File: src/hw/rtl/ticpu_ram.sv
// Generic simple dual-port RAM: one write port, one read port, registered read.
// No dependencies.
`default_nettype none

module ticpu_ram #(
   parameter int WIDTH = 8,
   parameter int DEPTH = 256
) (
   input  wire logic                     clock,
   input  wire logic                     wr_en,
   input  wire logic [$clog2(DEPTH)-1:0] wr_addr,
   input  wire logic [WIDTH-1:0]         wr_data,
   input  wire logic [$clog2(DEPTH)-1:0] rd_addr,
   output logic      [WIDTH-1:0]         rd_data
);

   logic [WIDTH-1:0] mem_ff [DEPTH];
   logic [WIDTH-1:0] rd_data_ff;

   always_ff @(posedge clock) begin
      if (wr_en) begin
         mem_ff[wr_addr] <= wr_data;
      end
      rd_data_ff <= mem_ff[rd_addr];
   end

   assign rd_data = rd_data_ff;

endmodule

`default_nettype wire

File: config.mk
export PLATFORM = sky130hd
export DESIGN_NAME = ticpu_ram
export DESIGN_NICKNAME = d
export VERILOG_FILES = /design/src/hw/rtl/ticpu_ram.sv
export SDC_FILE = /design/constraint.sdc
export NUM_CORES = 2
export LEC_CHECK = 0
export ABC_CLOCK_PERIOD_IN_PS = 6100
export BUFFER_PORTS_ARGS = -buffer_cell sky130_fd_sc_hd__buf_2
export CORE_MARGIN = 2
export CORE_UTILIZATION = 56
export DETAILED_ROUTE_END_ITERATION = 10
export PLACE_DENSITY = 0.72
export SLEW_MARGIN = 5
export SYNTH_ARGS = -nofsm -noshare
export SYNTH_HDL_FRONTEND = slang
export SYNTH_SLANG_ARGS = --single-unit
export TNS_END_PERCENT = 5
File: constraint.sdc
create_clock -name clock -period 6.1 [get_ports clock]
set_clock_uncertainty 0.1 [all_clocks]
set_input_delay 0.915 -clock clock [delete_from_list [all_inputs] [get_ports clock]]
set_output_delay 0.915 -clock clock [all_outputs]
set_load 0.01 [all_outputs]
==> qor.txt <==
outcome: completed
Slew @ Worst Pin: 1.393 ns
Area Growth Syn to Fin: 10.68%
Synth Net Count: 3759
Pre-antenna DRT Iters: 7
syn avg cell area: 21.31 um^2
Crit Path Category: in2reg
Fin. Hold Viols: 0
crit path max fanout: 56
Slew Limit Fails: 0
Slew HR: 0.06271
VDD IR max: 279.9 uV
die height: 380.9 um
Synth async-reset ratio: 0
H-tree levels: 4
Reg area: 61660 um^2
largest net degree at the start of global routing: 181
Post-CTS Setup Bufs: 0
EDFF count, synth: 2048
Clock Latency Late Sink: 0.83 ns
Post-DRT Antenna Nets: 0
initial antenna violation count: 12
Buffers on Ports: 33
gate count after technology mapping: 3733
Num CTS Buffers: 195
DRC Markers: 0
# resized after CTS: 0
first-pass GRT wire length: 278400 um
Netlist Area Pre-Place: 79560 um^2
Layout fillers: 9484
# nets final: 3851
DIE WIDTH: 380.9 um
synthesis-stage register bit count: 2056
Root Buffer Master: clkbuf_16
I/O pin total: 34
die footprint: 145100 um^2
R2R Setup Slk: 2.99 ns
Clock transition at path regs: 0.06 ns
Overall Global Routing Usage: 0.2667
placed cell area: 81810 um^2
core area: 141200 um^2
HPWL after detailed placement: 115400 um
CTS Buffer Depth: 3
routed vias: 39393
# rows: 138
Final period util: 0.6943
Max Cap Viol: 0
synth unique cells: 55
fraction of layout cells with a size suffix above 1: 0.2200
Non-Filler Cell Area, Final: 88050 um^2
initial DRC count: 5292
Setup-failing EPs final: 0
RSZ-0062 raised after global routing: no
total negative slack: 0 ns
type of origin of the critical path: input pin
Final min period: 4.235 ns
CTS tree: done
cell leakage power: 27.08 nW
Seq/Total Area, Yosys: 0.7750
Initial Util: 0.5633
f_max: 236.1 MHz
vias in the first global route: 38998
Routed WL: 192200 um
cts hold-fix bufs: 0
Vias per Instance: 6.692
critical path data required time: 6.66 ns
HP Class: in2reg
Overflow after GRT: 0
crit end category: flip-flop
pwr/cell area: 327.6 nW/um^2
ys flop type: edfxtp_1
Synth Warn #: 0
GPL Wtd Cong: 0.8472
Avg WL per Cell: 32.65 um
Clock Sinks: 2056
critical path arrival: 4.79 ns
footprint of the multi-input gates: 16490 um^2
state kept, by name, summed over array words and instances (netlist names):
signal and count:
mem_ff 2048, rd_data 8
metrics by stage:
stage          power [mW]  cells  hold WS [ns]  utilization  setup slack [ns]
2_1_floorplan       16.64   3733        0.6699            -             3.147
3_3_place_gp        17.26   5518        0.8592       0.5792             1.073
3_5_place_dp        17.28   5518        0.8861       0.5792             1.082
4_1_cts             28.94   5885        0.5726       0.6234             1.946
5_1_grt             29.53   5885        0.6145       0.6234             1.668
6_report            28.84   5887        0.5826       0.6234             1.865
Yosys cell counts (10+ instances only):
library cell | instances | area share
nor2_1 | 282 | 0.013
nor3_1 | 22 | 0.0014
mux4_2 | 454 | 0.13
nand4_1 | 10 | 0.00079
nand3_1 | 34 | 0.0021
buf_2 | 31 | 0.0020
edfxtp_1 | 2048 | 0.77
o211ai_1 | 10 | 0.00094
nor4_1 | 24 | 0.0019
buf_4 | 27 | 0.0025
mux2i_1 | 134 | 0.017
a221oi_1 | 13 | 0.0014
buf_1 | 22 | 0.0010
a22oi_1 | 133 | 0.013
a211oi_1 | 16 | 0.0015
buf_8 | 13 | 0.0025
buf_6 | 21 | 0.0030
clkbuf_1 | 111 | 0.0052
o22ai_1 | 28 | 0.0022
o221ai_1 | 46 | 0.0051
nor2b_1 | 31 | 0.0024
nand2_1 | 33 | 0.0016
o21ai_0 | 10 | 0.00063
a21oi_1 | 96 | 0.0060
path summary, 6_finish.rpt:
check / depth (start not counted) / from / endpoint
setup / recovery: 8 / rd_addr[0] / rd_data[5]$_DFF_P_
setup reg to reg: 6 / mem_ff[27][5]$_DFFE_PP_ / rd_data[5]$_DFF_P_
hold reg to reg: 5 / mem_ff[41][6]$_DFFE_PP_ / rd_data[6]$_DFF_P_
hold / removal: 1 / wr_data[0] / mem_ff[78][0]$_DFFE_PP_
metal layers:
metal  up-vias  track usage  share of wire
met3       398      0.06844           0.12
met4        16      0.08586          0.032
met5         -            0        0.00053
met2      2451       0.4112           0.48
met1     20624       0.3788           0.37
li1      15904            -              -
cell type report:
cell class                 instances  area share
tap                             1890     0.02686
clock inverter                   129     0.01340
clock buffer                     238     0.05749
multi-input combinational       1442      0.1873
timing repair buffer             128     0.01458
antenna                            2  0.00005684
inverter                           2  0.00008526
sequential                      2056      0.7002
critical path, stage by stage:
cell	delay, ns
buf_8	0.60
buf_4	0.44
buf_4	0.38
mux4_2	0.56
a221oi_1	0.33
o221ai_1	0.27
a211oi_1	1.11
nor4_1	0.07
logic make-up after synthesis:
family / share of synthesized area
muxes: 0.1462
AOI/OAI and AO/OA: 0.03419
DFF: 0.7750
and+or+nand+nor: 0.02628
buffers and inverters: 0.01831
report_power, final:
part           internal [mW]  switching [mW]  leakage [nW]
Sequential              15.6          0.0362          18.5
Clock                   6.66            5.19          3.07
Combinational          0.468           0.911          5.53
cells in the final DEF, fill, tap and decap left out, drive strengths merged, types with 8 or more instances in the layout:
cell type	n
clkbuf	246
edfxtp	2048
buf	120
nand2b	8
clkinv	99
o22ai	28
nand3	34
nor3	22
o221ai	47
inv	13
dfxtp	8
o211ai	10
mux4	456
a21oi	96
nand4	10
a221oi	14
nor4	27
nand2	33
mux2i	134
o21ai	12
a22o	8
bufinv	17
a211oi	16
nor2	282
nor2b	31
a22oi	133
No activity file was read; power rests on OpenSTA's default activity.
