==> src/hw/rtl/ticpu_pkg.sv <==
// Shared types and constants for the tiny CPU execute unit.
// Opcodes, sequencer states, register indexes and the remainder unit status.
// No dependencies.
`default_nettype none

package ticpu_pkg;

   typedef logic [15:0] word_type;
   typedef logic [4:0]  opcode_type;
   typedef logic        csr_index_type;

   localparam opcode_type OP_MOV  = 5'd0;
   localparam opcode_type OP_MOVI = 5'd1;
   localparam opcode_type OP_JE   = 5'd2;
   localparam opcode_type OP_JN   = 5'd3;
   localparam opcode_type OP_JG   = 5'd4;
   localparam opcode_type OP_JL   = 5'd5;
   localparam opcode_type OP_CMP  = 5'd6;
   localparam opcode_type OP_ADD  = 5'd7;
   localparam opcode_type OP_ADDI = 5'd8;
   localparam opcode_type OP_SUB  = 5'd9;
   localparam opcode_type OP_SUBI = 5'd10;
   localparam opcode_type OP_MOD  = 5'd11;
   localparam opcode_type OP_MODI = 5'd12;
   localparam opcode_type OP_AND  = 5'd13;
   localparam opcode_type OP_OR   = 5'd14;
   localparam opcode_type OP_XOR  = 5'd15;
   localparam opcode_type OP_BSL  = 5'd16;
   localparam opcode_type OP_BSR  = 5'd17;
   localparam opcode_type OP_BSLI = 5'd18;
   localparam opcode_type OP_BSRI = 5'd19;
   localparam opcode_type OP_LDW  = 5'd20;
   localparam opcode_type OP_STW  = 5'd21;
   localparam opcode_type OP_LDB  = 5'd22;
   localparam opcode_type OP_STB  = 5'd23;
   localparam opcode_type OP_PUSH = 5'd24;
   localparam opcode_type OP_POP  = 5'd25;
   localparam opcode_type OP_HALT = 5'd26;

   localparam csr_index_type CSR_PROGRAM_START = 1'b0;
   localparam csr_index_type CSR_STACK_ADDRESS = 1'b1;

   typedef enum logic [3:0] {
      ST_CLEAR,
      ST_IDLE,
      ST_RD_B,
      ST_RD_A,
      ST_EXEC,
      ST_MOD,
      ST_ADDR,
      ST_MEM0,
      ST_MEM1,
      ST_MEM2,
      ST_COMMIT
   } state_type;

   typedef struct packed {
      logic busy;
      logic done;
   } rem_stat_type;

endpackage

`default_nettype wire

==> src/hw/rtl/ticpu_alu.sv <==
// Register-to-register and immediate ALU operations: move, compare, add, sub,
// logic and shifts. Depends on ticpu_pkg.
`default_nettype none

module ticpu_alu (
   input  wire ticpu_pkg::opcode_type op,
   input  wire ticpu_pkg::word_type   a,
   input  wire ticpu_pkg::word_type   b,
   input  wire logic [7:0]            imm8,
   output ticpu_pkg::word_type        result
);

   import ticpu_pkg::*;

   word_type   imm16;
   word_type   opnd;
   logic       big_shift;
   logic [3:0] sh;

   always_comb begin
      imm16     = {8'b0, imm8};
      opnd      = (op inside {OP_ADDI, OP_SUBI, OP_BSLI, OP_BSRI}) ? imm16 : b;
      big_shift = (opnd[15:4] != 12'd0);
      sh        = opnd[3:0];
      case (op)
         OP_MOV:            result = b;
         OP_MOVI:           result = imm16;
         OP_CMP:            result = (a < b) ? '0 : (a - b + 16'd1);
         OP_ADD, OP_ADDI:   result = a + opnd;
         OP_SUB, OP_SUBI:   result = a - opnd;
         OP_AND:            result = a & b;
         OP_OR:             result = a | b;
         OP_XOR:            result = a ^ b;
         OP_BSL, OP_BSLI:   result = big_shift ? '0 : (a << sh);
         OP_BSR, OP_BSRI:   result = big_shift ? '0 : (a >> sh);
         default:           result = '0;
      endcase
   end

endmodule

`default_nettype wire
==> config.mk <==
export PLATFORM = sky130hd
export DESIGN_NAME = ticpu_alu
export DESIGN_NICKNAME = d
export VERILOG_FILES = /design/src/hw/rtl/ticpu_pkg.sv /design/src/hw/rtl/ticpu_alu.sv
export SDC_FILE = /design/constraint.sdc
export NUM_CORES = 1
export LEC_CHECK = 0
export BUFFER_PORTS_ARGS = -buffer_cell sky130_fd_sc_hd__buf_2
export CORE_UTILIZATION = 57
export DETAILED_ROUTE_END_ITERATION = 16
export MAX_ROUTING_LAYER = met4
export PLACE_DENSITY = 0.82
export SETUP_SLACK_MARGIN = 0.02
export SLEW_MARGIN = 20
export SYNTH_ARGS = -nofsm -noshare
export SYNTH_HDL_FRONTEND = slang
export SYNTH_SLANG_ARGS = --single-unit
==> constraint.sdc <==
create_clock -name vclk -period 7.1
set_input_delay 1.775 -clock vclk [all_inputs]
set_output_delay 1.775 -clock vclk [all_outputs]
set_load 0.005 [all_outputs]
==> results.md, run 1 <==
* Run status: finished with violations
* Failing checks: setup timing
* Top-area cell type share of the netlist area at 20.1%
* Post-synth cell types at 72
* Initial core utilization at 59.3%
* Die area at 9020 um^2
* DRC viols at 0
* Final nets at 975
* 1st-pass router iterations at 6
* Synth Area in Simple Gates at 24.9%
* Worst setup margin at -0.276 ns
* Mapped Cells at 719
* P_leak at 0.00284 uW
* Post-detail-place hpwl at 16200 um
* Critical path peak fanout at 4
* Largest net degree at the start of global routing at 29
* Vias at 6698
* Initial drt markers at 791
* Max cap viols at 0
* Sequential cell area at 0 um^2
* Grt met1 use at 55.6%
* Met2 Use GR at 74.8%
* Vias/cell at 7.09
* Worst rel slew slack at 28.6%
* Power Dens Cells at 88.8 nW/um^2
* Peak Freq at 136 MHz
* CP arrival at 5.60 ns
* Io pins at 61
* Syn Area/Cell at 6.85 um^2
* # rows at 33
* Gr usage total at 47.2%
* Min Tclk post-route at 7.38 ns
* Die X at 95.0 um
* Unrepaired setup endpoints after global routing: true
* Compound-Gate Fraction of Synth Area at 33.2%
* Final core utilization at 74.1%
* First-pass GRT wire length at 31800 um
* Most frequent cells in the layout: buf_4, ha_1, a21oi_1, inv_1, buf_2
* # setup viols final at 5
* HP Class: in2out
* Antenna viol nets, final at 0
* Worst EP required at 5.33 ns
* I/O Buffers at 61
* Gpl congestion at 1.02
* Share of cells above drive strength 1 at 24.4%
* FF+latch count at 0
* N_diodes at 0
* Mux contribution to synthesized area at 3.33%
* Critical Path Most Common Cell: or3b_4
* Area growth, synth to finish at 24.9%
* Seq/Total Area, Yosys at 0%
* Post-Synth XOR/XNOR Area at 6.58%
* Met3 usage at 10.3%
* Slew Viols, Final at 0
* GRT Max-Usage Layer: met2
* Synth area leader: ha_1
* Largest family of logic cells by synthesized area: compound AO/OA/AOI/OAI gates
* Fin crit share at 104%
* Chip height at 95.0 um
* Worst path slowest cell: or4b_4
* Commonest non-fill, non-tap cell in the layout: buf_4
* CP Buf/Inv Count at 2
* CP max stage delay at 0.59 ns
* Dpl cells at 935
* Syn_nets at 852
* Ys Warns at 0
* Initial antenna violation count at 0
* Grt total ovfl at 0
* Routed Wire Length at 21300 um
* Number of fill cells at 635
* Vias in the first global route at 6253
* Final hold violations at 0
* Worst-margin pin slew at 1.07 ns
* CP Launch Type: primary input
* Crit Path Category: in2out
* Worst VDD drop at 0.0345 mV
* Synth top area cells: ha_1, a21oi_1, inv_1
* Clock buffers at 0
* CP top delay family: simple AND/OR/NAND/NOR gates
* Core footprint at 8300 um^2
* Critical-path cell list: buf_6 -> or4b_4 -> nand3_4 -> nand4_4 -> or3b_4 -> or3b_4 -> o21ai_2 -> a21oi_1 -> a2bb2oi_1 -> ha_1 -> and3_4 -> o211ai_1 -> a31oi_4 -> a31oi_1 -> xor2_1 -> o21ai_1 -> a211o_1 -> buf_2
* Post-Syn Area at 4920 um^2
* Drt wl/cell at 22.5 um
* Layout Cells excl Fill at 945
* CP endpoint kind: output port
* Adder-cell area share of the yosys netlist at 23.7%
* Hold slack at 3.95 ns
[cell families after synthesis]
logic type	count (synthesis)
compound gates	252
simple gates	232
buf+inv	100
fa+ha+maj	88
xor+xnor	37
mux	10
[power breakdown]
group | total, uW | internal [uW] | switching [uW]
Clock | 0 | 0 | 0
Sequential | 0 | 0 | 0
Combinational | 546 | 233 | 313
[routing by layer]
metal,vias to the layer above,share of wire (%)
met5,-,0
met4,0,6.5
met3,153,13
met2,531,45
met1,3091,36
li1,2923,-
[repair_timing]
item / 4_1_cts / 5_1_grt
resized for setup: 29 / 20
setup endpoints to repair: 8 / 8
cloned: 0 / 0
pin swaps: 6 / 5
hold buffers: 0 / 0
buffers inserted: 6 / 4
[layout make-up]
type	count	area [um^2]	area share, %
well taps	105	131	2.14
multi-input cells	619	4700	76.4
repair buffers	157	1080	17.5
inverters	64	240	3.90
[worst paths after layout]
kind	from	to	cells after the start
worst min-delay path	b[8]	result[8]	4
worst max-delay path	op[4]	result[14]	18
[synthesized netlist by cell type (7+ instances only)]
library cell,instances
a21o_1,9
xor2_1,12
a31oi_1,18
nor3_1,32
fa_1,9
nor2_1,46
xnor2_1,25
or3_1,12
clkbuf_1,17
o21ai_0,43
ha_1,79
a211oi_1,8
nor4_1,7
a221oi_1,13
nand2_1,49
o21ai_1,13
a22oi_1,12
nand3_1,37
a21oi_1,66
nand2b_1,12
inv_1,62
buf_2,15
o211ai_1,17
[per-stage QoR]
step	power, uW	worst slack, ns	setup TNS, ns	instance area, um^2
after global placement	463	-0.218	-0.692	5860
after detailed placement	478	-0.326	-1.08	5860
after CTS	504	-0.116	-0.199	6060
final	546	-0.276	-0.961	6150
after floorplan	298	0.0259	0	4930
after global routing	584	-0.374	-1.89	6150
[tightest hold or removal path, delay by kind of cell]
family | cells | cell delay (ns)
buffers and inverters | 2 | 0.24
AND/OR/NAND/NOR | 1 | 0.06
AO/OA/AOI/OAI | 1 | 0.10
(Power assumes the default switching activity.)
==> run 2: changes to the inputs <==
--- a/config.mk
+++ b/config.mk
@@ -5,6 +5,7 @@
 export SDC_FILE = /design/constraint.sdc
 export NUM_CORES = 1
 export LEC_CHECK = 0
+export ABC_AREA = 1
 export BUFFER_PORTS_ARGS = -buffer_cell sky130_fd_sc_hd__buf_2
 export CORE_UTILIZATION = 57
 export DETAILED_ROUTE_END_ITERATION = 16
==> results.md, run 2 <==
* Ys Warns at 0
* Worst-margin pin slew at 0.902 ns
* Critical Path Most Common Cell: inv_1
* Worst EP required at 5.33 ns
* Vias/cell at 6.01
* Largest net degree at the start of global routing at 36
* Die X at 95.2 um
* Worst path slowest cell: ha_1
* P_leak at 0.00306 uW
* Syn Area/Cell at 5.68 um^2
* Top-area cell type share of the netlist area at 19.9%
* # rows at 33
* Post-DP Area at 5350 um^2
* Total negative slack at 0 ns
* Core footprint at 8300 um^2
* Combinational share of power at 100.0%
* Post-detail-place hpwl at 14400 um
* Dpl cells at 1032
* Initial core utilization at 59.7%
* Routed Wire Length at 17800 um
* Synth top area cells: ha_1, nand2_1, nand3_1
* Io pins at 61
* Syn_nets at 1006
* Sequential Power Share at 0%
* Antenna viol nets, final at 0
* Peak Freq at 145 MHz
* Synth area leader: ha_1
* N_diodes at 0
* Gr usage total at 40.4%
* Critical path peak fanout at 8
* Cell Int Power at 149 uW
* Commonest cells in the netlist: nand2_1, inv_1, nand3_1
* Vias at 6245
* First-pass GRT wire length at 27400 um
* Layout Cells excl Fill at 1039
* Sw power at 279 uW
* Area growth, synth to finish at 10.3%
* Worst VDD drop at 0.0537 mV
* Seq/Total Area, Yosys at 0%
* Die area at 9070 um^2
* Clock buffers at 0
* Clock share of power at 0%
* Max cap viols at 0
* CP Buf/Inv Count at 6
* Vias in the first global route at 5542
* 1st-pass router iterations at 5
* CP Launch Type: primary input
* Min Tclk post-route at 6.90 ns
* FF+latch count at 0
* Power Dens Cells at 78.2 nW/um^2
* Slew Viols, Final at 0
* Worst rel slew slack at 39.6%
* Crit Path Category: in2out
* # setup viols final at 0
* Gpl congestion at 0.997
* Initial antenna violation count at 0
* Initial drt markers at 594
* Final core utilization at 65.9%
* CP max stage delay at 0.30 ns
* Design area at 5470 um^2
* Most frequent cell after synthesis: nand2_1
* Final hold violations at 0
* Post-synth cell types at 49
* DRC viols at 0
* Run status: complete, no violations
* Final nets at 1069
* HP Class: in2out
* Unrepaired setup endpoints after global routing: true
* Fin crit share at 97.2%
* Most frequent cells in the layout: nand2_1, inv_1, nand3_1, ha_1, nor2_1
* I/O Buffers at 61
* Sw frac at 65.2%
* Commonest non-fill, non-tap cell in the layout: nand2_1
* Sequential cell area at 0 um^2
* Post-Syn Area at 4950 um^2
* Drt wl/cell at 17.2 um
* Share of cells above drive strength 1 at 12.8%
* Chip height at 95.2 um
* Critical-path cell list: buf_2 -> nor2_4 -> nand3_4 -> nand2_4 -> o21ai_2 -> nor2_1 -> inv_1 -> o21ai_0 -> xor2_1 -> ha_1 -> a21oi_1 -> a21boi_0 -> inv_1 -> o21ai_0 -> o2111ai_1 -> inv_1 -> o21ai_0 -> inv_1 -> nand2_1 -> buf_2
* Mapped Cells at 873
* CP top delay family: compound AO/OA/AOI/OAI gates
* CP endpoint kind: output port
* CP arrival at 5.13 ns
* Grt total ovfl at 0
[run 2: per-stage QoR]
step	hold WS, ns	setup slack (ns)	power, uW
2_1_floorplan	3.70	0.616	292
5_1_grt	4.00	0.0280	474
3_5_place_dp	3.96	0.166	406
6_report	3.97	0.198	428
3_3_place_gp	3.96	0.209	403
4_1_cts	3.96	0.149	408
[run 2: cell families (layout without fill, tap and decap cells)]
group                      count (synthesis)  in the layout  share of synthesized area, %
and+or+nand+nor                          445            448                          40.3
buffers and inverters                    158            216                          13.1
AOI/OAI and AO/OA                        156            156                          18.5
adders and majority gates                 88             88                          23.6
xor gates and xnor gates                  26             26                          4.60
[run 2: path summary, 6_finish.rpt]
kind / end / cells after the start / slack, ns / startpoint
hold / removal: result[14] / 4 / 3.97 / b[14]
setup / recovery: result[6] / 20 / 0.20 / op[4]
[run 2: worst min-delay path, stage by stage]
cell      delay [ns]
buf_2           0.13
a221oi_1        0.09
nand4_1         0.09
buf_2           0.11
[run 2: area by class of cell]
cell class / count / area (um^2)
Multi-Input combinational cell: 718 / 4390
Inverter: 142 / 538
Tap cell: 105 / 131
Fill cell: 829 / 2830
Timing Repair Buffer: 74 / 403
[run 2: power by group through the flow]
stage	sequential (uW)	combinational, uW	clock (uW)
after CTS	0	408	0
after floorplan	0	292	0
final	0	428	0
after global routing	0	474	0
after detailed placement	0	406	0
after global placement	0	403	0
[run 2: repair_timing]
action,CTS,global route
hold endpoints to repair,0,0
hold buffers,0,0
resized for setup,0,12
endpoints found under the setup margin,0,8
buffers inserted,0,4
[run 2: metal layers]
metal | track usage, % | routed length [um]
met2 | 62.9 | 7700
met5 | - | 0
met1 | 52.3 | 7460
met3 | 5.10 | 1850
met4 | 17.0 | 826
