### config.mk
export PLATFORM = sky130hd
export DESIGN_NAME = ticpu_rem
export DESIGN_NICKNAME = d
export VERILOG_FILES = /design/src/hw/rtl/ticpu_pkg.sv /design/src/hw/rtl/ticpu_rem.sv
export SDC_FILE = /design/constraint.sdc
export NUM_CORES = 1
export LEC_CHECK = 0
export ABC_AREA = 1
export BUFFER_PORTS_ARGS = -buffer_cell sky130_fd_sc_hd__buf_2
export CORE_MARGIN = 5
export CORE_UTILIZATION = 55
export CTS_BUF_LIST = sky130_fd_sc_hd__clkbuf_8
export DETAILED_ROUTE_END_ITERATION = 12
export PLACE_DENSITY = 0.78
export SETUP_SLACK_MARGIN = 0.15
export SYNTH_ARGS = -nofsm -noshare
export SYNTH_HDL_FRONTEND = slang
export SYNTH_SLANG_ARGS = --single-unit
### constraint.sdc
create_clock -name clock -period 2 [get_ports clock]
set_input_delay 0 -clock clock [delete_from_list [all_inputs] [get_ports clock]]
set_output_delay 0 -clock clock [all_outputs]
set_load 0.02 [all_outputs]
### src/hw/rtl/ticpu_pkg.sv
// Shared types and constants for the tiny CPU execute unit.
// Opcodes, sequencer states, register indexes and the remainder unit status.
// No dependencies.
`default_nettype none

package ticpu_pkg;

   typedef logic [15:0] word_type;
   typedef logic [4:0]  opcode_type;
   typedef logic        csr_index_type;

   localparam opcode_type OP_MOV  = 5'd0;
   localparam opcode_type OP_MOVI = 5'd1;
   localparam opcode_type OP_JE   = 5'd2;
   localparam opcode_type OP_JN   = 5'd3;
   localparam opcode_type OP_JG   = 5'd4;
   localparam opcode_type OP_JL   = 5'd5;
   localparam opcode_type OP_CMP  = 5'd6;
   localparam opcode_type OP_ADD  = 5'd7;
   localparam opcode_type OP_ADDI = 5'd8;
   localparam opcode_type OP_SUB  = 5'd9;
   localparam opcode_type OP_SUBI = 5'd10;
   localparam opcode_type OP_MOD  = 5'd11;
   localparam opcode_type OP_MODI = 5'd12;
   localparam opcode_type OP_AND  = 5'd13;
   localparam opcode_type OP_OR   = 5'd14;
   localparam opcode_type OP_XOR  = 5'd15;
   localparam opcode_type OP_BSL  = 5'd16;
   localparam opcode_type OP_BSR  = 5'd17;
   localparam opcode_type OP_BSLI = 5'd18;
   localparam opcode_type OP_BSRI = 5'd19;
   localparam opcode_type OP_LDW  = 5'd20;
   localparam opcode_type OP_STW  = 5'd21;
   localparam opcode_type OP_LDB  = 5'd22;
   localparam opcode_type OP_STB  = 5'd23;
   localparam opcode_type OP_PUSH = 5'd24;
   localparam opcode_type OP_POP  = 5'd25;
   localparam opcode_type OP_HALT = 5'd26;

   localparam csr_index_type CSR_PROGRAM_START = 1'b0;
   localparam csr_index_type CSR_STACK_ADDRESS = 1'b1;

   typedef enum logic [3:0] {
      ST_CLEAR,
      ST_IDLE,
      ST_RD_B,
      ST_RD_A,
      ST_EXEC,
      ST_MOD,
      ST_ADDR,
      ST_MEM0,
      ST_MEM1,
      ST_MEM2,
      ST_COMMIT
   } state_type;

   typedef struct packed {
      logic busy;
      logic done;
   } rem_stat_type;

endpackage

`default_nettype wire

### src/hw/rtl/ticpu_rem.sv
// Shared iterative remainder unit, one quotient bit per cycle.
// Serves MOD/MODI and byte address reduction. Depends on ticpu_pkg.
`default_nettype none

module ticpu_rem (
   input  wire logic                    clock,
   input  wire logic                    reset,
   input  wire logic                    start,
   input  wire ticpu_pkg::word_type     dividend,
   input  wire ticpu_pkg::word_type     divisor,
   output ticpu_pkg::rem_stat_type      stat,
   output ticpu_pkg::word_type          remainder
);

   import ticpu_pkg::*;

   localparam logic [3:0] LAST_STEP = 4'hf;

   logic        busy_ff, busy_in;
   logic        done_ff, done_in;
   logic [3:0]  cnt_ff, cnt_in;
   word_type    dvd_ff, dvd_in;
   word_type    dvs_ff, dvs_in;
   word_type    rem_ff, rem_in;
   logic [16:0] shifted;
   logic [16:0] trial;

   always_comb begin
      shifted = {rem_ff, dvd_ff[15]};
      trial   = shifted - {1'b0, dvs_ff};
      busy_in = busy_ff;
      done_in = 1'b0;
      cnt_in  = cnt_ff;
      dvd_in  = dvd_ff;
      dvs_in  = dvs_ff;
      rem_in  = rem_ff;
      if (start) begin
         busy_in = 1'b1;
         cnt_in  = '0;
         dvd_in  = dividend;
         dvs_in  = divisor;
         rem_in  = '0;
      end else if (busy_ff) begin
         rem_in = (shifted >= {1'b0, dvs_ff}) ? trial[15:0] : shifted[15:0];
         dvd_in = {dvd_ff[14:0], 1'b0};
         cnt_in = cnt_ff + 4'd1;
         if (cnt_ff == LAST_STEP) begin
            busy_in = 1'b0;
            done_in = 1'b1;
         end
      end
   end

   always_ff @(posedge clock) begin
      if (reset) begin
         busy_ff <= 1'b0;
         done_ff <= 1'b0;
      end else begin
         busy_ff <= busy_in;
         done_ff <= done_in;
      end
   end

   always_ff @(posedge clock) begin
      cnt_ff <= cnt_in;
      dvd_ff <= dvd_in;
      dvs_ff <= dvs_in;
      rem_ff <= rem_in;
   end

   assign stat.busy = busy_ff;
   assign stat.done = done_ff;
   assign remainder = rem_ff;

endmodule

`default_nettype wire

==> results of run 1 <==
registers in the layout, indices dropped and copies added (netlist names):
| register | flops |
|---|---|
| busy_ff | 1 |
| cnt_ff | 4 |
| done_ff | 1 |
| dvd_ff | 16 |
| dvs_ff | 16 |
| remainder | 16 |
per-stage QoR:
step	setup slack [ns]	cell area (um^2)	hold WS, ns	cells	util (%)
after floorplan	0.1718	3308	0.07847	446	-
after global placement	0.05809	3700	0.1753	576	62.86
after detailed placement	0.02077	3700	0.1781	576	62.86
after CTS	0.1465	4387	0.1070	621	74.53
after global routing	0.06784	4708	0.1257	629	80.00
final	0.1515	4708	0.1265	629	80.00
cell usage after synthesis (all sizes together):
cell type  count  area share (%)
nand2        174              20
inv           74             8.4
nand3         41             6.7
edfxtp        32              29
dfxtp         22              13
nor2          20             2.8
ha            17             6.4
a21oi         12             1.8
o21ai          8             1.2
nand3b         7             1.6
buf            6             1.7
nor3           6            0.91
nand4          5            0.95
xnor2          5             1.3
clkbuf         4            0.45
and2           3            0.57
or2            2            0.38
xor2           2            0.53
a211oi         1            0.23
and3b          1            0.26
clkinv         1            0.11
fa             1            0.61
nor4           1            0.19
o21bai         1            0.23
routing by layer:
metal,up-vias,routed length (um)
li1,1616,-
met1,1596,3800
met2,150,5100
met3,35,576
met4,0,279
met5,-,0
final timing paths:
check                from            to  slack (ns)
min reg2reg  remainder[7]  remainder[7]        0.50
max             dvs_ff[6]  remainder[4]        0.15
max reg2reg     dvs_ff[6]  remainder[4]        0.15
min                 start  remainder[8]        0.13
critical path, delay by kind of cell (launching register included):
kind            cells  cell delay (ns)
compound gates      1             0.07
simple gates        8             0.80
fa+ha+maj           1             0.31
buf+inv             2             0.19
flops               1             0.35
logic make-up after synthesis:
family	count (synthesis)
AND/OR/NAND/NOR	260
buffers and inverters	85
flip-flops	54
AO/OA/AOI/OAI	22
adder cells (fa/ha/maj)	18
XOR/XNOR	7
what timing repair did:
action	4_1_cts	5_1_grt
gates cloned	1	1
gates resized for setup	27	73
endpoints found under the setup margin	32	16
setup buffers	3	7
hold buffers	33	0
hold endpoints to repair	34	0
pin swaps	4	31
power by group through the flow:
stage               Combinational [W]  Sequential, W  Clock (W)
detailed placement           0.000322        0.00130          0
finish                       0.000512        0.00128   0.000758
global route                 0.000559        0.00129   0.000819
global placement             0.000317        0.00130          0
CTS                          0.000419        0.00128   0.000761
floorplan                    0.000208        0.00130          0
area by class of cell:
type / count / area, um^2 / share of cell area, %
clock buffer: 5 / 68.82 / 1.462
inverter: 75 / 284.0 / 6.032
timing repair buffer: 109 / 812.0 / 17.25
multi-input combinational: 308 / 1999 / 42.47
clock inverter: 3 / 43.79 / 0.9301
sequential: 54 / 1406 / 29.87
tap: 75 / 93.84 / 1.993
==> results.sh, run 1 <==
export IMPL_numClockSinks=54
export IMPL_cts_root_buf="clkbuf_8"
export IMPL_slew_headroom_pct=55.47
export IMPL_syn_cell_area_um2=3308
export IMPL_synth_top_family_by_area="simple AND/OR/NAND/NOR gates"
export IMPL_die_height_um=87.56
export IMPL_p_leak_nw=2.315
export IMPL_numCtsBuffers=5
export IMPL_switching_power_w=0.0006871
export IMPL_swShare_pct=26.91
export IMPL_endpoint_kind="register"
export IMPL_cts_buffer_depth=2
export IMPL_clock_latency_ns=0.31
export IMPL_die_w_um=87.56
export IMPL_die_area_um2=7666
export IMPL_fillers=378
export IMPL_htreeDepth=2
export IMPL_port_buffers=52
export IMPL_wire_per_inst_um=15.51
export IMPL_diodes=0
export IMPL_powerDensity_nw_per_um2=542.3
export IMPL_synth_compound_area_share_pct=3.480
export IMPL_drt_initial_drc_count=276
export IMPL_yosys_area_share_simple_pct=34.57
export IMPL_dpl_hpwl_mm=5.826
export IMPL_slowest_stage="edfxtp_1"
export IMPL_yosys_register_bits=54
export IMPL_vdd_ir_drop_max_uv=422.5
export IMPL_startpoint_type="register"
export IMPL_tritoncts="done"
export IMPL_min_period_ns=1.849
export IMPL_num_vias=3397
export IMPL_finalSetupTns_ns=0
export IMPL_grt_overflow=0
export IMPL_rows=28
export IMPL_vias_per_cell=5.401
export IMPL_start_util_pct=56.21
export IMPL_gp_congestion=0.9358
export IMPL_synthMuxAreaShare_pct=0
export IMPL_drive_gt1_share_pct=31.41
export IMPL_pwr_share_seq_pct=50.2
export IMPL_avgSynthCellArea_um2=7.417
export IMPL_drtAntennaViolNets=0
export IMPL_syn2layout_area_growth_pct=42.32
export IMPL_setup_viol=0
export IMPL_critPathMaxFanout=8
export IMPL_crit_type="register to register"
export IMPL_post_route_period_util_pct=92.43
export IMPL_grt_use_met2_pct=45.34
export IMPL_rsz0062_at_grt="true"
export IMPL_cap_viol_max_count=0
export IMPL_whs_path_depth=4
export IMPL_synthesis_nets=499
export IMPL_p_int_w=0.001866
export IMPL_route_detailed_drc=0
export IMPL_worstPathRequired_ns=2.20
export IMPL_ys_seq_area_share_pct=42.36
export IMPL_final_cell_mix="nand2_1, inv_1, buf_2"
export IMPL_syn_instance_count=446
export IMPL_comb_power_share_pct=20.1
export IMPL_routed_wirelength_mm=9.756
export IMPL_fin_worst_skew_ns=0.008382
export IMPL_fmax_mhz=541.0
export IMPL_tightest_slew_ns=0.6672
export IMPL_cts_clk_slew_worst_paths_ns=0.10
export IMPL_slew_violations=0
export IMPL_final_net_count=606
export IMPL_drt_first_pass_iters=5
export IMPL_grt_busiest_layer="met2"
export IMPL_grt_first_pass_wirelength_mm=14.81
export IMPL_hold_path_class="primary input to register"
export IMPL_grt_pass1_vias=3298
export IMPL_slowest_delay_ns=0.35
export IMPL_coreArea_um2=5886
export IMPL_design_portCount=53
export IMPL_ys_warn_count=0
export IMPL_pwr_share_clk_pct=29.7
export IMPL_grt_start_max_net_pins=37
export IMPL_grt_use_met3_pct=4.327
export IMPL_worstPathArrival_ns=2.05
export IMPL_grt_util_all_layers_pct=24.47
export IMPL_r2r_cells=12
export IMPL_finalHoldViolations=0
export IMPL_path_cells="inv_2 > ha_4 > nand2_2 > nor2_2 > nand3b_1 > nor2_2 > nor2_4 > buf_6 > nand2_8 > nand2_1 > nand3_1 > o21ai_0"
export IMPL_outcome="completed"
export IMPL_ys_types=35
export IMPL_grtUsageMet1_pct=28.43
export IMPL_p_total_w=0.002553
export IMPL_antenna_found_initial=0
export IMPL_yosys_area_share_adder_pct=7.035
export IMPL_synth_xor_xnor_area_share_pct=1.853
export IMPL_crit_top_cell="nor2_2"
export IMPL_final_common_cell="nand2_1"
No activity file was read; power rests on OpenSTA's default activity.
==> inputs of run 2 (changes only) <==
--- a/config.mk
+++ b/config.mk
@@ -11,7 +11,7 @@
 export CORE_UTILIZATION = 55
 export CTS_BUF_LIST = sky130_fd_sc_hd__clkbuf_8
 export DETAILED_ROUTE_END_ITERATION = 12
-export PLACE_DENSITY = 0.78
+export PLACE_DENSITY = 0.75
 export SETUP_SLACK_MARGIN = 0.15
 export SYNTH_ARGS = -nofsm -noshare
 export SYNTH_HDL_FRONTEND = slang
==> results.sh, run 2 (same netlist as run 1, synthesis figures left out) <==
export IMPL_cap_viol_max_count=0
export IMPL_grt_pass1_vias=3137
export IMPL_post_dp_cell_area_um2=3757
export IMPL_vias_per_cell=5.263
export IMPL_critPathMaxFanout=8
export IMPL_fin_worst_skew_ns=0.01023
export IMPL_tightest_slew_ns=0.4327
export IMPL_drt_first_pass_iters=5
export IMPL_htreeDepth=2
export IMPL_start_util_pct=56.21
export IMPL_drtAntennaViolNets=0
export IMPL_worstPathArrival_ns=2.14
export IMPL_cp_endpoint="remainder[3]"
export IMPL_swShare_pct=27.59
export IMPL_numCtsBuffers=5
export IMPL_finalHoldViolations=0
export IMPL_rows=28
export IMPL_final_area_um2=4801
export IMPL_r2r_end="remainder[3]"
export IMPL_startpoint_type="register"
export IMPL_port_buffers=52
export IMPL_grt_first_pass_wirelength_mm=14.31
export IMPL_crit_type="register to register"
export IMPL_num_vias=3384
export IMPL_r2r_slack_ns=0.05
export IMPL_clock_latency_ns=0.31
export IMPL_cts_root_buf="clkbuf_8"
export IMPL_pwr_share_seq_pct=52.3
export IMPL_final_common_cell="nand2_1"
export IMPL_route_detailed_drc=0
export IMPL_numClockSinks=54
export IMPL_wire_per_inst_um=15.32
export IMPL_drive_gt1_share_pct=31.16
export IMPL_fmax_mhz=513.9
export IMPL_dpl_hpwl_mm=5.859
export IMPL_final_net_count=620
export IMPL_drt_initial_drc_count=276
export IMPL_antenna_found_initial=0
export IMPL_powerDensity_nw_per_um2=510.3
export IMPL_die_area_um2=7666
export IMPL_setup_viol=0
export IMPL_crit_start="dvs_ff[14]"
export IMPL_slew_headroom_pct=70.97
export IMPL_comb_power_share_pct=20.4
export IMPL_cts_buffer_depth=2
export IMPL_rr_startpoint="dvs_ff[14]"
export IMPL_p_int_w=0.001774
export IMPL_cts_clk_slew_worst_paths_ns=0.11
export IMPL_gp_congestion=0.9486
export IMPL_outcome="completed"
export IMPL_tritoncts="done"
export IMPL_endpoint_kind="register"
export IMPL_min_from="start"
export IMPL_die_height_um=87.56
export IMPL_coreArea_um2=5886
export IMPL_design_portCount=53
export IMPL_grt_start_max_net_pins=28
export IMPL_switching_power_w=0.0006760
export IMPL_hold_path_class="primary input to register"
export IMPL_r2r_cells=12
export IMPL_slew_violations=0
export IMPL_p_leak_nw=2.405
export IMPL_die_w_um=87.56
export IMPL_post_route_period_util_pct=97.29
export IMPL_utilization_pct=81.57
export IMPL_min_period_ns=1.946
export IMPL_grt_overflow=0
export IMPL_rsz0062_at_grt="true"
export IMPL_diodes=0
export IMPL_syn2layout_area_growth_pct=45.12
export IMPL_grt_util_all_layers_pct=23.91
export IMPL_worstPathRequired_ns=2.19
export IMPL_final_cell_mix="nand2_1, inv_1, buf_2"
export IMPL_vdd_ir_drop_max_uv=479.8
export IMPL_routed_wirelength_mm=9.850
export IMPL_pwr_share_clk_pct=27.3
-- run 2: cell count changes in the layout (fill, tap and decap cells not counted), moves of 3 or more --
cell | before | now
buf_4 | 19 | 28
inv_1 | 58 | 63
inv_2 | 15 | 11
dfxtp_1 | 18 | 21
dfxtp_2 | 4 | 1
nand2_2 | 20 | 23
nand2_4 | 6 | 3
-- run 2: cell type report --
class	count	area [um^2]
Clock inverter	2	16.27
Inverter	75	281.5
Multi-Input combinational cell	308	1947
Timing Repair Buffer	123	977.2
Fill cell	368	1085
Clock buffer	6	82.58
Sequential cell	54	1403
Tap cell	75	93.84
-- run 2: worst min-delay path by stage --
stage | end | slack (ns) | depth (start not counted)
floorplan | busy_ff | 0.08 | 1
global placement | dvs_ff[5] | 0.18 | 1
detailed placement | dvs_ff[15] | 0.18 | 1
CTS | dvs_ff[13] | 0.07 | 1
global route | dvs_ff[10] | 0.08 | 1
finish | dvs_ff[10] | 0.07 | 1
-- run 2: per-stage QoR --
stage / hold WS (ns) / setup TNS (ns) / total power [W] / worst slack [ns] / instances
final: 0.07332 / 0 / 0.002450 / 0.05410 / 643
after global routing: 0.07987 / -0.3885 / 0.002561 / -0.06480 / 643
after CTS: 0.07264 / 0 / 0.002389 / 0.1462 / 634
after detailed placement: 0.1785 / 0 / 0.001637 / 0.02711 / 582
after global placement: 0.1765 / 0 / 0.001631 / 0.06732 / 582
after floorplan: 0.07847 / 0 / 0.001507 / 0.1718 / 446
-- run 2: power groups by stage --
stage                     combinational [W]  sequential [W]  clock, W
final                              0.000500         0.00128  0.000668
after global routing               0.000548         0.00129  0.000725
after CTS                          0.000423         0.00128  0.000687
after detailed placement           0.000335         0.00130         0
after global placement             0.000331         0.00130         0
after floorplan                    0.000208         0.00130         0
-- run 2: timing repair --
item | 4_1_cts | 5_1_grt
hold buffers | 33 | 0
setup buffers | 10 | 7
endpoints found under the setup margin | 16 | 16
pin swaps | 8 | 21
gates cloned | 1 | 2
endpoints found under the hold margin | 34 | 0
gates resized for setup | 31 | 59
-- run 2: worst max-delay path, cell delays in order, from the launching register on --
cell and delay (ns):
edfxtp_1 0.41, inv_1 0.11, ha_4 0.22, nand2_1 0.06
nand2_1 0.07, a21oi_1 0.20, nand2_2 0.10, nor2_4 0.12
buf_12 0.15, buf_12 0.13, nand3_1 0.08, nand3_1 0.08
o21ai_1 0.08
-- run 2: metal layers --
| metal | vias up | wire (um) | global-route usage, % | share of wire, % |
|---|---|---|---|---|
| li1 | 1648 | - | - | - |
| met1 | 1583 | 3924 | 28.68 | 40 |
| met2 | 122 | 5146 | 42.95 | 52 |
| met3 | 31 | 499 | 4.139 | 5.1 |
| met4 | 0 | 279 | 8.368 | 2.8 |
| met5 | - | 0 | 0 | 0 |
==> inputs of run 3 (changes only) <==
--- a/config.mk
+++ b/config.mk
@@ -11,6 +11,7 @@
 export CORE_UTILIZATION = 55
 export CTS_BUF_LIST = sky130_fd_sc_hd__clkbuf_8
 export DETAILED_ROUTE_END_ITERATION = 12
+export GPL_TIMING_DRIVEN = 0
 export PLACE_DENSITY = 0.75
 export SETUP_SLACK_MARGIN = 0.15
 export SYNTH_ARGS = -nofsm -noshare
==> results.sh, run 3 (same netlist as run 1, synthesis figures left out) <==
export IMPL_outcome="finished, violations left"
export IMPL_violations="setup timing"
export IMPL_pwr_share_clk_pct=26.1
export IMPL_grt_util_all_layers_pct=26.34
export IMPL_final_common_cell="nand2_1"
export IMPL_vdd_ir_drop_max_uv=502.4
export IMPL_cts_clk_slew_worst_paths_ns=0.11
export IMPL_cap_viol_max_count=0
export IMPL_wire_per_inst_um=15.74
export IMPL_fmax_mhz=497.4
export IMPL_diodes=0
export IMPL_cts_buffer_depth=2
export IMPL_grt_start_max_net_pins=23
export IMPL_die_area_um2=7666
export IMPL_pwr_share_seq_pct=53.1
export IMPL_route_detailed_drc=0
export IMPL_vias_per_cell=5.264
export IMPL_tightest_slew_ns=0.8301
export IMPL_design_portCount=53
export IMPL_drive_gt1_share_pct=35.79
export IMPL_coreArea_um2=5886
export IMPL_htreeDepth=2
export IMPL_final_cell_mix="nand2_1, inv_1, buf_2"
export IMPL_setup_ws_ns=-0.01065
export IMPL_comb_power_share_pct=20.8
export IMPL_utilization_pct=83.29
export IMPL_routed_wirelength_mm=10.15
export IMPL_drt_first_pass_iters=4
export IMPL_cts_root_buf="clkbuf_8"
export IMPL_fin_worst_skew_ns=0.009579
export IMPL_dpl_hpwl_mm=5.733
export IMPL_post_route_period_util_pct=100.5
export IMPL_die_w_um=87.56
export IMPL_final_net_count=622
export IMPL_drtAntennaViolNets=0
export IMPL_grt_pass1_vias=3423
export IMPL_grt_first_pass_wirelength_mm=15.84
export IMPL_p_int_w=0.001726
export IMPL_setup_viol=1
export IMPL_min_period_ns=2.011
export IMPL_slew_violations=0
export IMPL_rows=28
export IMPL_finalHoldViolations=0
export IMPL_powerDensity_nw_per_um2=493.7
export IMPL_critPathMaxFanout=5
export IMPL_numClockSinks=54
export IMPL_gp_congestion=0.8852
export IMPL_drt_initial_drc_count=254
export IMPL_switching_power_w=0.0006938
export IMPL_crit_type="register to register"
export IMPL_startpoint_type="register"
export IMPL_hold_slack_ns=0.1843
export IMPL_worstPathArrival_ns=2.18
export IMPL_clock_latency_ns=0.31
export IMPL_grt_overflow=0
export IMPL_syn2layout_area_growth_pct=48.18
export IMPL_rsz0062_at_grt="true"
export IMPL_start_util_pct=56.21
export IMPL_tritoncts="done"
export IMPL_worstPathRequired_ns=2.17
export IMPL_die_height_um=87.56
export IMPL_slew_headroom_pct=44.60
export IMPL_num_vias=3395
export IMPL_antenna_found_initial=0
export IMPL_hold_path_class="primary input to register"
export IMPL_endpoint_kind="register"
export IMPL_p_leak_nw=2.398
export IMPL_numCtsBuffers=5
export IMPL_port_buffers=52
export IMPL_swShare_pct=28.67
==> run 3: cell types whose count changed in the layout (fill, tap and decap cells not counted), sizes merged <==
cell      previous run  this run
clkbuf               7         9
clkinvlp             1         2
nand2              175       174
==> run 3: worst max-delay path, cell delays in order (launching register included) <==
cell      delay (ns)
edfxtp_1        0.40
inv_2           0.09
ha_4            0.23
nand2_4         0.09
inv_1           0.04
nand2_1         0.08
nand2_2         0.06
nand2_1         0.08
nand2_2         0.07
nor2_4          0.13
buf_12          0.13
buf_6           0.13
nand3_1         0.14
nand3_2         0.11
o21ai_1         0.08
==> run 3: per-stage QoR <==
| step | power (W) | setup slack (ns) | TNS [ns] | instances | cell area (um^2) |
|---|---|---|---|---|---|
| after floorplan | 0.001507 | 0.1718 | 0 | 446 | 3308 |
| after global placement | 0.001605 | -0.05349 | -0.08839 | 573 | 3662 |
| after detailed placement | 0.001612 | -0.06782 | -0.1551 | 573 | 3662 |
| after CTS | 0.002341 | 0.09549 | 0 | 638 | 4579 |
| after global routing | 0.002524 | -0.06548 | -0.2234 | 645 | 4902 |
| final | 0.002420 | -0.01065 | -0.01065 | 645 | 4902 |
==> run 3: area by class of cell <==
class	instances	area, um^2
multi-input combinational	307	2057
sequential	54	1405
fill	342	983.4
timing repair buffer	116	900.9
inverter	75	281.5
tap	75	93.84
buffer	10	76.32
clock buffer	5	68.82
clock inverter	3	18.77
==> run 3: worst paths after layout <==
path	from	end	slack, ns	cells after the start
max	dvs_ff[12]	remainder[3]	-0.01	14
min	start	dvs_ff[6]	0.18	1
max reg2reg	dvs_ff[12]	remainder[3]	-0.01	14
min reg2reg	remainder[13]	remainder[13]	0.50	2
==> run 3: repair_timing <==
action,4_1_cts,5_1_grt
pin swaps,6,38
hold buffers,33,0
hold endpoints to repair,34,0
gates resized for setup,56,74
gates cloned,2,0
setup endpoints to repair,15,16
buffers inserted,22,7
==> run 3: power groups by stage <==
stage	clock, W	sequential [W]	combinational, W
floorplan	0	0.00130	0.000208
global placement	0	0.00130	0.000304
detailed placement	0	0.00130	0.000309
CTS	0.000635	0.00128	0.000427
global route	0.000684	0.00129	0.000550
finish	0.000631	0.00128	0.000504
==> run 3: per-layer routing <==
layer / GRT usage (%) / share of wire (%) / vias to the layer above
met5: 0 / 0 / -
met4: 10.60 / 3.9 / 0
met3: 5.456 / 4.7 / 40
met2: 47.12 / 52 / 132
met1: 30.61 / 40 / 1571
li1: - / - / 1652
